## src/hdl/epra_pkg.sv

```systemverilog
// shared constants for the echo pulse range averager
`default_nettype none
package epra_pkg;

   localparam int STAMP_W = 16;
   localparam int WIDTH_W = 17;
   localparam int DIST_W  = 9;
   localparam int COUNT_W = 2;

   // width / 148 as a multiply by ceil(2^25 / 148), exact for widths below 2^17
   localparam int RAW_SHIFT = 25;
   localparam int RAW_RECIP_W = 18;
   localparam logic [RAW_RECIP_W-1:0] RAW_RECIP = 18'd226720;

   localparam logic [COUNT_W-1:0] RISE_COUNT_FULL = 2'd2;
   localparam logic [DIST_W-1:0]  DIST_MAX = 9'd442;

endpackage
`default_nettype wire

```

## src/hdl/epra_cell.sv

```systemverilog
// one history cell: holds a distance and passes it on to the next cell
`default_nettype none
module epra_cell
   import epra_pkg::*;
(
   input  wire logic              clock,
   input  wire logic              reset,
   input  wire logic              shift_en,
   input  wire logic [DIST_W-1:0] dist_prev,
   output logic      [DIST_W-1:0] dist_q
);

   logic [DIST_W-1:0] dist_ff;
   logic [DIST_W-1:0] dist_in;

   assign dist_in = shift_en ? dist_prev : dist_ff;
   assign dist_q  = dist_ff;

   always_ff @(posedge clock) begin
      if (reset) begin
         dist_ff <= '0;
      end else begin
         dist_ff <= dist_in;
      end
   end

endmodule
`default_nettype wire

```

## src/hdl/echo_pulse_range_averager.sv

```systemverilog
// top level: echo width, inch conversion, history cell chain and running average
// falling edges pass every stage and the output register on their way to rsp
// one transaction per cycle unless rsp_tready stalls; one history shift per result
// rising-edge transactions update the rise stamp and period and give no result
// reset (synchronous, active high) clears the rise stamp, period, rise count,
// all history cells, the running sum and every stage valid
`default_nettype none
module echo_pulse_range_averager
   import epra_pkg::*;
#(
   parameter int AVG_DEPTH = 6
)
(
   input  wire logic        clock,
   input  wire logic        reset,
   // request channel
   input  wire logic        req_tvalid,
   output logic             req_tready,
   input  wire logic [15:0] req_tdata,   // [15:0] stamp
   input  wire logic        req_tuser,   // [0] edge_rising
   // response channel
   output logic             rsp_tvalid,
   input  wire logic        rsp_tready,
   output logic [55:0]      rsp_tdata    // [16:0] pulse_width, [25:17] distance_raw,
                                         // [34:26] distance_avg, [51:35] echo_period,
                                         // [55:52] zero
);

   // running sum width and the reciprocal used for the mean
   localparam int SUM_W     = DIST_W + $clog2(AVG_DEPTH);
   localparam int AVG_K     = SUM_W + $clog2(AVG_DEPTH) + 1;
   localparam int RECIP_W   = AVG_K + 1;
   localparam logic [RECIP_W-1:0] AVG_RECIP =
      RECIP_W'((2**AVG_K + AVG_DEPTH - 1) / AVG_DEPTH);
   localparam int AVG_PROD_W = SUM_W + RECIP_W;
   localparam int RAW_PROD_W = WIDTH_W + RAW_RECIP_W;
   localparam int PAD_W      = 56 - 2 * WIDTH_W - 2 * DIST_W;

   // modular span b - a, a zero difference counts as a full wrap
   function automatic logic [WIDTH_W-1:0] mod_span(input logic [STAMP_W-1:0] a,
                                                   input logic [STAMP_W-1:0] b);
      logic [STAMP_W-1:0] diff;
      diff = b - a;
      return {(diff == '0), diff};
   endfunction

   // pipeline moves as a whole whenever the output register can take a transaction
   logic advance;
   logic req_take;
   logic rise_take;
   logic fall_take;
   logic rsp_tvalid_ff, rsp_tvalid_in;

   assign advance    = !rsp_tvalid_ff || rsp_tready;
   assign req_tready = advance;
   assign req_take   = req_tvalid && advance;
   assign rise_take  = req_take && req_tuser;
   assign fall_take  = req_take && !req_tuser;

   // rise tracking state
   logic [STAMP_W-1:0] last_rise_ff, last_rise_in;
   logic [WIDTH_W-1:0] rise_period_ff, rise_period_in;
   logic [COUNT_W-1:0] rise_count_ff, rise_count_in;
   logic [WIDTH_W-1:0] span_now;

   assign span_now = mod_span(last_rise_ff, req_tdata);

   always_comb begin
      last_rise_in   = last_rise_ff;
      rise_period_in = rise_period_ff;
      rise_count_in  = rise_count_ff;
      if (rise_take) begin
         last_rise_in   = req_tdata;
         rise_period_in = span_now;
         if (rise_count_ff != RISE_COUNT_FULL) begin
            rise_count_in = rise_count_ff + 1'b1;
         end
      end
   end

   // stage 1: echo width and the period seen by this falling edge
   logic               s1_valid_ff, s1_valid_in;
   logic [WIDTH_W-1:0] s1_width_ff, s1_width_in;
   logic [WIDTH_W-1:0] s1_period_ff, s1_period_in;

   assign s1_valid_in  = advance ? fall_take : s1_valid_ff;
   assign s1_width_in  = advance ? span_now : s1_width_ff;
   assign s1_period_in = advance ?
                         ((rise_count_ff == RISE_COUNT_FULL) ? rise_period_ff : '0) :
                         s1_period_ff;

   // stage 2: inches through the reciprocal multiply
   logic [RAW_PROD_W-1:0] raw_prod;
   logic               s2_valid_ff, s2_valid_in;
   logic [DIST_W-1:0]  s2_raw_ff, s2_raw_in;
   logic [WIDTH_W-1:0] s2_width_ff, s2_width_in;
   logic [WIDTH_W-1:0] s2_period_ff, s2_period_in;

   assign raw_prod     = RAW_PROD_W'(s1_width_ff) * RAW_PROD_W'(RAW_RECIP);
   assign s2_valid_in  = advance ? s1_valid_ff : s2_valid_ff;
   assign s2_raw_in    = advance ? raw_prod[RAW_SHIFT+DIST_W-1:RAW_SHIFT] : s2_raw_ff;
   assign s2_width_in  = advance ? s1_width_ff : s2_width_ff;
   assign s2_period_in = advance ? s1_period_ff : s2_period_ff;

   // stage 3: history chain shifts in the new distance, running sum follows
   logic              hist_shift;
   logic [DIST_W-1:0] hist_q [AVG_DEPTH];

   assign hist_shift = advance && s2_valid_ff;

   for (genvar i = 0; i < AVG_DEPTH; i++) begin : g_hist
      if (i == 0) begin : g_head
         epra_cell u_cell (
            .clock     (clock),
            .reset     (reset),
            .shift_en  (hist_shift),
            .dist_prev (s2_raw_ff),
            .dist_q    (hist_q[i])
         );
      end else begin : g_body
         epra_cell u_cell (
            .clock     (clock),
            .reset     (reset),
            .shift_en  (hist_shift),
            .dist_prev (hist_q[i-1]),
            .dist_q    (hist_q[i])
         );
      end
   end

   // the oldest cell leaves the sum as the new distance enters it
   logic [SUM_W:0]     sum_wide;
   logic [SUM_W-1:0]   sum_ff, sum_in;
   logic               s3_valid_ff, s3_valid_in;
   logic [DIST_W-1:0]  s3_raw_ff, s3_raw_in;
   logic [WIDTH_W-1:0] s3_width_ff, s3_width_in;
   logic [WIDTH_W-1:0] s3_period_ff, s3_period_in;

   assign sum_wide     = {1'b0, sum_ff} + (SUM_W+1)'(s2_raw_ff)
                         - (SUM_W+1)'(hist_q[AVG_DEPTH-1]);
   assign sum_in       = hist_shift ? sum_wide[SUM_W-1:0] : sum_ff;
   assign s3_valid_in  = advance ? s2_valid_ff : s3_valid_ff;
   assign s3_raw_in    = advance ? s2_raw_ff : s3_raw_ff;
   assign s3_width_in  = advance ? s2_width_ff : s3_width_ff;
   assign s3_period_in = advance ? s2_period_ff : s3_period_ff;

   // output stage: mean of the history through the reciprocal multiply
   logic [AVG_PROD_W-1:0] avg_prod;
   logic [WIDTH_W-1:0] rsp_width_ff, rsp_width_in;
   logic [DIST_W-1:0]  rsp_raw_ff, rsp_raw_in;
   logic [DIST_W-1:0]  rsp_avg_ff, rsp_avg_in;
   logic [WIDTH_W-1:0] rsp_period_ff, rsp_period_in;

   assign avg_prod      = AVG_PROD_W'(sum_ff) * AVG_PROD_W'(AVG_RECIP);
   assign rsp_tvalid_in = advance ? s3_valid_ff : rsp_tvalid_ff;
   assign rsp_width_in  = advance ? s3_width_ff : rsp_width_ff;
   assign rsp_raw_in    = advance ? s3_raw_ff : rsp_raw_ff;
   assign rsp_avg_in    = advance ? avg_prod[AVG_K+DIST_W-1:AVG_K] : rsp_avg_ff;
   assign rsp_period_in = advance ? s3_period_ff : rsp_period_ff;

   // control and state registers
   always_ff @(posedge clock) begin
      if (reset) begin
         last_rise_ff   <= '0;
         rise_period_ff <= '0;
         rise_count_ff  <= '0;
         sum_ff         <= '0;
         s1_valid_ff    <= 1'b0;
         s2_valid_ff    <= 1'b0;
         s3_valid_ff    <= 1'b0;
         rsp_tvalid_ff  <= 1'b0;
      end else begin
         last_rise_ff   <= last_rise_in;
         rise_period_ff <= rise_period_in;
         rise_count_ff  <= rise_count_in;
         sum_ff         <= sum_in;
         s1_valid_ff    <= s1_valid_in;
         s2_valid_ff    <= s2_valid_in;
         s3_valid_ff    <= s3_valid_in;
         rsp_tvalid_ff  <= rsp_tvalid_in;
      end
   end

   // payload registers
   always_ff @(posedge clock) begin
      s1_width_ff   <= s1_width_in;
      s1_period_ff  <= s1_period_in;
      s2_raw_ff     <= s2_raw_in;
      s2_width_ff   <= s2_width_in;
      s2_period_ff  <= s2_period_in;
      s3_raw_ff     <= s3_raw_in;
      s3_width_ff   <= s3_width_in;
      s3_period_ff  <= s3_period_in;
      rsp_width_ff  <= rsp_width_in;
      rsp_raw_ff    <= rsp_raw_in;
      rsp_avg_ff    <= rsp_avg_in;
      rsp_period_ff <= rsp_period_in;
   end

   assign rsp_tvalid = rsp_tvalid_ff;
   assign rsp_tdata  = {PAD_W'(0), rsp_period_ff, rsp_avg_ff, rsp_raw_ff, rsp_width_ff};

   // a rising-edge transaction never enters the result pipeline
   a_rise_no_result: assert property (@(posedge clock) disable iff (reset)
      (req_tvalid && req_tready && req_tuser) |=> !s1_valid_ff)
      else $error("rising edge produced a pipeline entry");

   // a result only appears when the last stage held one
   a_rsp_from_s3: assert property (@(posedge clock) disable iff (reset)
      $rose(rsp_tvalid_ff) |-> $past(s3_valid_ff))
      else $error("response valid without a stage 3 entry");

   // running sum stays within the history's reach
   a_sum_range: assert property (@(posedge clock) disable iff (reset)
      (SUM_W+4)'(sum_ff) <= (SUM_W+4)'(AVG_DEPTH) * (SUM_W+4)'(DIST_MAX))
      else $error("running sum out of range");

   // raw and averaged distances never pass the largest echo
   a_dist_range: assert property (@(posedge clock) disable iff (reset)
      rsp_tvalid_ff |-> (rsp_raw_ff <= DIST_MAX) && (rsp_avg_ff <= DIST_MAX))
      else $error("distance out of range");

endmodule
`default_nettype wire

```

## config.mk

```make
export PLATFORM = sky130hd
export DESIGN_NAME = echo_pulse_range_averager
export DESIGN_NICKNAME = d
export VERILOG_FILES = /design/src/hdl/epra_pkg.sv /design/src/hdl/epra_cell.sv /design/src/hdl/echo_pulse_range_averager.sv
export SDC_FILE = /design/constraint.sdc
export NUM_CORES = 1
export LEC_CHECK = 0
export BUFFER_PORTS_ARGS = -buffer_cell sky130_fd_sc_hd__clkbuf_2
export CAP_MARGIN = 25
export CORE_AREA = 5 5 174 260
export CTS_BUF_LIST = sky130_fd_sc_hd__clkbuf_2
export DETAILED_ROUTE_END_ITERATION = 6
export DIE_AREA = 0 0 179 265
export GPL_TIMING_DRIVEN = 0
export PLACE_DENSITY = 0.63
export SYNTH_ARGS = -nofsm -noshare
export SYNTH_HDL_FRONTEND = slang
export SYNTH_SLANG_ARGS = --single-unit
```

## constraint.sdc

```tcl
create_clock -name clock -period 5.8 [get_ports clock]
set_input_delay 0.87 -clock clock [delete_from_list [all_inputs] [get_ports clock]]
set_output_delay 0.87 -clock clock [all_outputs]
set_load 0.05 [all_outputs]
```

==> impl_metrics.yaml, run 1 <==
status:
  outcome: "finished with violations"
  failed_checks: "DRC"
routing:
  route.vias.total: 10771
  post_drt_wl_per_cell_um: 14.7
  post_route_drc_violation_count: 1
  drt_first_pass_iters: 7
  routed_wirelength_um: 34000
  drt_first_iter_violations: 494
  postRouteAntennaNets: 0
  vias_per_cell: 4.66
global_routing:
  grt_pass1_wl_um: 56600
  gr-total-overflow: 0
  maximum_number_of_pins_on_one_net_before_global_route_repair: 120
  initial_antenna_violation_count: 1
  total_global_route_track_usage_pct: 15.0
  grt_pass1_vias: 11711
timing:
  fin_skew_ps: 126
  slew-limit-headroom_pct: 50.7
  timing_hold_violations_final: 0
  report.final.setup_viol: 0
  timing.final.crit_period_ps: 5590
  worstMarginPinSlew_ps: 738
  maximum_operating_frequency_ghz: 0.179
  drv_slew: 0
  post-route-period-util_pct: 96.3
synth:
  netlist_instances: 1522
  synth_seq_area_share_pct: 43.2
  synthFlopType: "sky130_fd_sc_hd__edfxtp_1"
  post_synth_instance_area_um2: 16800
  syn_area_per_cell_um2: 11.1
  async_flop_share_pct: 0
  yosys.cell_types.count: 59
  postSynthRegisterBits: 277
  synth-edff-count: 172
  ys_warnings: 0
worst_setup_path:
  reg2reg_depth: 19
  arrival_ps: 6150
  worst_setup_path_start_kind: "flop"
  worstSetupPathType: "reg -> reg"
  critical_path_required_ps: 6370
  timing.critical_path.fanout_max: 4
  setup.worst_path.end_class: "flop"
  r2r_end: "s2_raw_ff[6]"
  timing.reg2reg.setup_slack_ps: 210
  critPathCapture: "s2_raw_ff[6]"
  crit-reg2reg-launch: "s1_width_ff[8]"
  worst_setup_path_startpoint: "s1_width_ff[8]"
clock_tree:
  cts.sinks: 277
  root_buffer: "sky130_fd_sc_hd__clkbuf_2"
  cts.reportedPaths.clkPinSlew_ps: 100
  tritoncts: "done"
  ctsHtreeMaxLevel: 3
  clock_path_buffers: 3
  numCtsBuffers: 66
  holdBufCountCts: 0
  worstSkewPairLatency_ps: 930
cells_and_area:
  fraction_of_layout_cells_with_a_size_suffix_above_1_pct: 13.6
  post_route_design_area_um2: 18800
  final_nets: 2041
  flow.area_growth_from_synthesis_pct: 12.0
  final.fill_count: 4075
floorplanning:
  initial_utilization_pct: 39.4
  rows: 93
  die_area_um2: 47400
  placeable_core_area_um2: 42700
  die_w_um: 179
  overall_die_height_um: 265
  ioPinCount: 79
job:
  cap_violations: 0
min_path:
  hp-start: "req_tdata[4]"
  type_of_the_worst_min_delay_path: "in -> reg"
place:
  dpl.hpwl_um: 26300
  placed_cell_area_um2: 18000
  gp_congestion: 0.850
  placement.io_buffers: 73
-- placed cells by master, fill, tap and decap left out, drive strengths merged, types with 3 or more instances in the layout --
cell type / n
ha: 185
or4: 4
or3: 8
a21oi: 122
nor2b: 5
and2: 20
nor2: 36
nand3: 17
buf: 32
xnor2: 27
o21bai: 3
o211ai: 4
edfxtp: 172
o2111ai: 5
a21o: 9
fa: 144
a2111oi: 4
o21a: 5
nand2: 186
clkbuf: 203
a31oi: 5
inv: 306
conb: 4
clkinv: 19
a211oi: 9
nand2b: 8
nor3: 13
dfxtp: 105
nor4: 4
o21ai: 23
nand4: 3
and3: 11
xor2: 12
-- critical path, stage by stage, from the launching register on --
cell and delay (ps):
sky130_fd_sc_hd__edfxtp_1 430, sky130_fd_sc_hd__buf_4 180, sky130_fd_sc_hd__inv_2 110, sky130_fd_sc_hd__fa_1 410, sky130_fd_sc_hd__fa_1 490, sky130_fd_sc_hd__inv_1 80
sky130_fd_sc_hd__fa_1 520, sky130_fd_sc_hd__fa_1 540, sky130_fd_sc_hd__inv_1 50, sky130_fd_sc_hd__fa_1 530, sky130_fd_sc_hd__inv_1 40, sky130_fd_sc_hd__ha_1 300
sky130_fd_sc_hd__a21oi_1 160, sky130_fd_sc_hd__o21a_1 230, sky130_fd_sc_hd__o21ai_1 140, sky130_fd_sc_hd__a2bb2oi_4 190, sky130_fd_sc_hd__a221oi_4 370, sky130_fd_sc_hd__buf_4 170
sky130_fd_sc_hd__o2111ai_1 130, sky130_fd_sc_hd__xor2_1 160
-- cell families after synthesis --
group           Yosys count  share of synthesized area (%)
compound gates          207                           7.43
xor+xnor                 39                           2.03
fa+ha+maj               329                           30.9
buf+inv                 347                           7.88
flops                   277                           43.2
other cells               1                         0.0223
simple gates            322                           8.58
-- metrics by stage --
stage          setup TNS [ps]  setup slack [ps]  util, %  hold WS, ps  cells
3_5_place_dp             -320              -193     42.0          405   2169
5_1_grt                 -14.1             -14.1     44.1         90.8   2313
6_report                    0               213     44.1          174   2313
4_1_cts                     0              16.3     43.8         35.3   2299
2_1_floorplan               0               431        -          400   1525
3_3_place_gp             -113              -113     42.0          400   2168
-- cells in the mapped netlist, types with 4 or more instances --
library cell                instances  share of area [%]
sky130_fd_sc_hd__ha_1             185                 14
sky130_fd_sc_hd__a211oi_1           9               0.40
sky130_fd_sc_hd__fa_1             144                 17
sky130_fd_sc_hd__buf_4              6               0.27
sky130_fd_sc_hd__edfxtp_1         172                 31
sky130_fd_sc_hd__nor2b_1            5               0.19
sky130_fd_sc_hd__a21oi_1          122                3.6
sky130_fd_sc_hd__o21a_1             5               0.22
sky130_fd_sc_hd__nor4_1             4               0.15
sky130_fd_sc_hd__xor2_1            12               0.62
sky130_fd_sc_hd__nand2b_1           7               0.26
sky130_fd_sc_hd__nor3_1            13               0.39
sky130_fd_sc_hd__o211ai_1           4               0.18
sky130_fd_sc_hd__dfxtp_1          105                 12
sky130_fd_sc_hd__clkbuf_1          34               0.76
sky130_fd_sc_hd__o2111ai_1          5               0.26
sky130_fd_sc_hd__or4_1              4               0.18
sky130_fd_sc_hd__inv_1            305                6.8
sky130_fd_sc_hd__xnor2_1           27                1.4
sky130_fd_sc_hd__nand2_1          186                4.1
sky130_fd_sc_hd__and3_1            11               0.41
sky130_fd_sc_hd__nand3_1           16               0.48
sky130_fd_sc_hd__o21ai_0           22               0.65
sky130_fd_sc_hd__and2_1            20               0.74
sky130_fd_sc_hd__a21o_1             9               0.40
sky130_fd_sc_hd__or3_1              8               0.30
sky130_fd_sc_hd__a31oi_1            5               0.19
sky130_fd_sc_hd__nor2_1            36               0.80
-- sequential cells by signal, indices dropped and copies added (netlist names), 2 cells and up --
register	flops
rsp_avg_ff	9
s1_period_ff	17
g_hist.g_head.u_cell.dist_q	9
rsp_period_ff	17
s3_raw_ff	9
s2_width_ff	17
rise_period_ff	17
s3_width_ff	17
rsp_width_ff	17
g_hist.g_body.u_cell.dist_q	45
last_rise_ff	16
sum_ff	12
rsp_raw_ff	9
s1_width_ff	17
s2_period_ff	17
rise_count_ff	2
s2_raw_ff	9
s3_period_ff	17
-- how the worst min path moves through the flow --
| stage | end | slack [ps] | cells after the start |
|---|---|---|---|
| floorplan | rsp_period_ff[0] | 400 | 0 |
| global placement | rsp_period_ff[11] | 400 | 0 |
| detailed placement | rsp_period_ff[2] | 400 | 0 |
| CTS | last_rise_ff[8] | 40 | 3 |
| global route | last_rise_ff[2] | 90 | 3 |
| finish | last_rise_ff[4] | 170 | 3 |
-- cell type report --
cell class	count	area, µm²	area share [%]
Antenna cell	1	2.50	0.0133
Buffer	41	178	0.943
Clock buffer	96	480	2.55
Clock inverter	23	169	0.896
Inverter	306	1160	6.15
Multi-Input combinational cell	901	8300	44.1
Sequential cell	277	7270	38.6
Tap cell	570	713	3.78
Timing Repair Buffer	98	577	3.06
-- per-layer routing --
metal / part of all wire [%] / global-route usage (%) / up-vias
met1: 37 / 15.5 / 5163
li1: - / - / 5365
met4: 2.9 / 5.88 / 0
met5: 0 / 0 / -
met2: 56 / 29.1 / 178
met3: 3.4 / 2.88 / 65
-- what timing repair did --
item / 4_1_cts / 5_1_grt
endpoints found under the setup margin: 4 / 4
resized for setup: 3 / 13
pin swaps: 0 / 8
setup buffers: 11 / 13
Power of run 1 is not shown: default switching activity piles up to over one toggle a cycle in this logic, so the estimate is an artifact.
==> run 2: changes to the inputs <==
- CORE_AREA: 5 5 174 260 -> 5 5 212 214
- DIE_AREA: 0 0 179 265 -> 0 0 217 219
==> impl_metrics.yaml, run 2 (synthesis results as in run 1) <==
cells_and_area:
  mostFrequentLayoutCells: "301 x sky130_fd_sc_hd__inv_1, 187 x sky130_fd_sc_hd__clkbuf_2, 186 x sky130_fd_sc_hd__nand2_1"
  final_nets: 2056
  post_route_design_area_um2: 18900
  flow.area_growth_from_synthesis_pct: 12.4
  mostFrequentLayoutCell: "sky130_fd_sc_hd__inv_1"
  fraction_of_layout_cells_with_a_size_suffix_above_1_pct: 14.0
  largest_register_ff_count: 45
clock_tree:
  numCtsBuffers: 76
  tritoncts: "done"
  root_buffer: "sky130_fd_sc_hd__clkbuf_2"
  ctsHtreeMaxLevel: 3
  cts.reportedPaths.clkPinSlew_ps: 100
  worstSkewPairLatency_ps: 1000
  cts.sinks: 277
  clock_path_buffers: 3
timing:
  drv_slew: 0
  post-route-period-util_pct: 96.8
  post_route_setup_tns_ps: 0
  timing.final.crit_period_ps: 5610
  setup_repair_after_global_routing_missed_its_margin: "yes"
  maximum_operating_frequency_ghz: 0.178
  report.final.setup_viol: 0
  fin_skew_ps: 97.2
  worstMarginPinSlew_ps: 753
  slew-limit-headroom_pct: 49.7
  timing.hold.ws_ps: 113
  timing_hold_violations_final: 0
floorplanning:
  overall_die_height_um: 219
  rows: 76
  placeable_core_area_um2: 42700
  die_w_um: 217
  ioPinCount: 79
  initial_utilization_pct: 39.4
  die_area_um2: 47500
global_routing:
  grt_pass1_wl_um: 55800
  total_global_route_track_usage_pct: 14.5
  maximum_number_of_pins_on_one_net_before_global_route_repair: 119
  gr-total-overflow: 0
  grt_pass1_vias: 11469
  initial_antenna_violation_count: 2
routing:
  post_drt_wl_per_cell_um: 14.4
  drt_first_pass_iters: 5
  drt_first_iter_violations: 525
  routed_wirelength_um: 33300
  route.vias.total: 10883
  postRouteAntennaNets: 0
  vias_per_cell: 4.70
  post_route_drc_violation_count: 0
worst_setup_path:
  timing.critical_path.fanout_max: 4
  worst_setup_path_start_kind: "flop"
  critical-path-max-stage-delay_ps: 570
  critical_path_buf_inv_count: 5
  crit_chain: "inv_2 > fa_1 > fa_1 > inv_1 > fa_1 > fa_1 > inv_1 > fa_1 > inv_1 > ha_1 > a21oi_1 > nand2_1 > a2111o_1 > a2bb2oi_4 > a221oi_4 > buf_4 > o21bai_1 > a21oi_1 > xnor2_1"
  arrival_ps: 6330
  reg2reg_depth: 19
  crit-reg2reg-launch: "s1_width_ff[5]"
  critical_path_required_ps: 6520
  setup.worst_path.end_class: "flop"
  critical-path-top-delay-family: "adder cells"
  r2r_end: "s2_raw_ff[5]"
  critPathSlowestCell: "sky130_fd_sc_hd__fa_1"
  worstSetupPathType: "reg -> reg"
  crit_top_cell: "sky130_fd_sc_hd__fa_1"
  timing.reg2reg.setup_slack_ps: 190
min_path:
  min_to: "last_rise_ff[8]"
  type_of_the_worst_min_delay_path: "in -> reg"
  hp-start: "req_tdata[8]"
  min_delay_path_depth: 3
status:
  outcome: "finished clean"
place:
  placed_cell_area_um2: 17900
  placement.io_buffers: 73
  dpl.hpwl_um: 25600
  gp_congestion: 0.854
job:
  cap_violations: 0
## run 2: changes by cell type in the layout (fill, tap and decap cells not counted), moves of 2 or more
cell	before	now
sky130_fd_sc_hd__bufinv_16	2	0
sky130_fd_sc_hd__dlygate4sd3_1	0	5
sky130_fd_sc_hd__inv_6	0	4
sky130_fd_sc_hd__clkinv_2	10	4
sky130_fd_sc_hd__inv_1	299	301
sky130_fd_sc_hd__clkbuf_2	169	187
sky130_fd_sc_hd__diode_2	1	5
sky130_fd_sc_hd__clkinv_1	7	13
## run 2: final cells by class
type                       count  area [µm²]
sequential                   277        7270
tap                          546         683
buffer                        41         178
fill                        4011       23800
multi-input combinational    901        8310
clock inverter                24         124
timing repair buffer         103         623
clock buffer                 114         571
antenna                        5        12.5
inverter                     306        1160
## run 2: worst max path at each step
| stage | from | endpoint | cells past startpoint |
|---|---|---|---|
| global route | s1_width_ff[5] | s2_raw_ff[8] | 22 |
| detailed placement | s1_width_ff[7] | s2_raw_ff[8] | 18 |
| CTS | s1_width_ff[7] | s2_raw_ff[8] | 18 |
| finish | s1_width_ff[5] | s2_raw_ff[5] | 19 |
| floorplan | s1_width_ff[6] | s2_raw_ff[8] | 18 |
| global placement | s1_width_ff[5] | s2_raw_ff[8] | 18 |
## run 2: worst reg2reg max path, stage by stage (launching register included)
cell and delay, ps:
sky130_fd_sc_hd__edfxtp_1 460, sky130_fd_sc_hd__inv_2 90, sky130_fd_sc_hd__fa_1 500, sky130_fd_sc_hd__fa_1 490
sky130_fd_sc_hd__inv_1 50, sky130_fd_sc_hd__fa_1 510, sky130_fd_sc_hd__fa_1 570, sky130_fd_sc_hd__inv_1 70
sky130_fd_sc_hd__fa_1 540, sky130_fd_sc_hd__inv_1 50, sky130_fd_sc_hd__ha_1 310, sky130_fd_sc_hd__a21oi_1 140
sky130_fd_sc_hd__nand2_1 70, sky130_fd_sc_hd__a2111o_1 410, sky130_fd_sc_hd__a2bb2oi_4 230, sky130_fd_sc_hd__a221oi_4 320
sky130_fd_sc_hd__buf_4 170, sky130_fd_sc_hd__o21bai_1 90, sky130_fd_sc_hd__a21oi_1 190, sky130_fd_sc_hd__xnor2_1 80
## run 2: per-stage QoR
step | std cells | util [%] | worst slack, ps
CTS | 2300 | 44.0 | 3.55
finish | 2317 | 44.3 | 186
global placement | 2144 | 41.9 | -135
detailed placement | 2145 | 42.0 | -263
floorplan | 1525 | - | 431
global route | 2317 | 44.3 | -19.6
## run 2: timing repair
action | 4_1_cts | 5_1_grt
setup endpoints to repair | 5 | 6
gates resized for setup | 4 | 8
buffers inserted | 12 | 12
hold buffers | 5 | 0
pin swaps | 2 | 9
endpoints found under the hold margin | 5 | 0
## run 2: layer usage
metal  routed length, µm  global-route usage (%)  vias up
met4                 830                    4.87        0
li1                    -                       -     5409
met2               16900                    25.5      189
met5                   0                       0        -
met1               14200                    17.4     5212
met3                1420                    3.57       73
Power of run 2 is left out for the same reason.
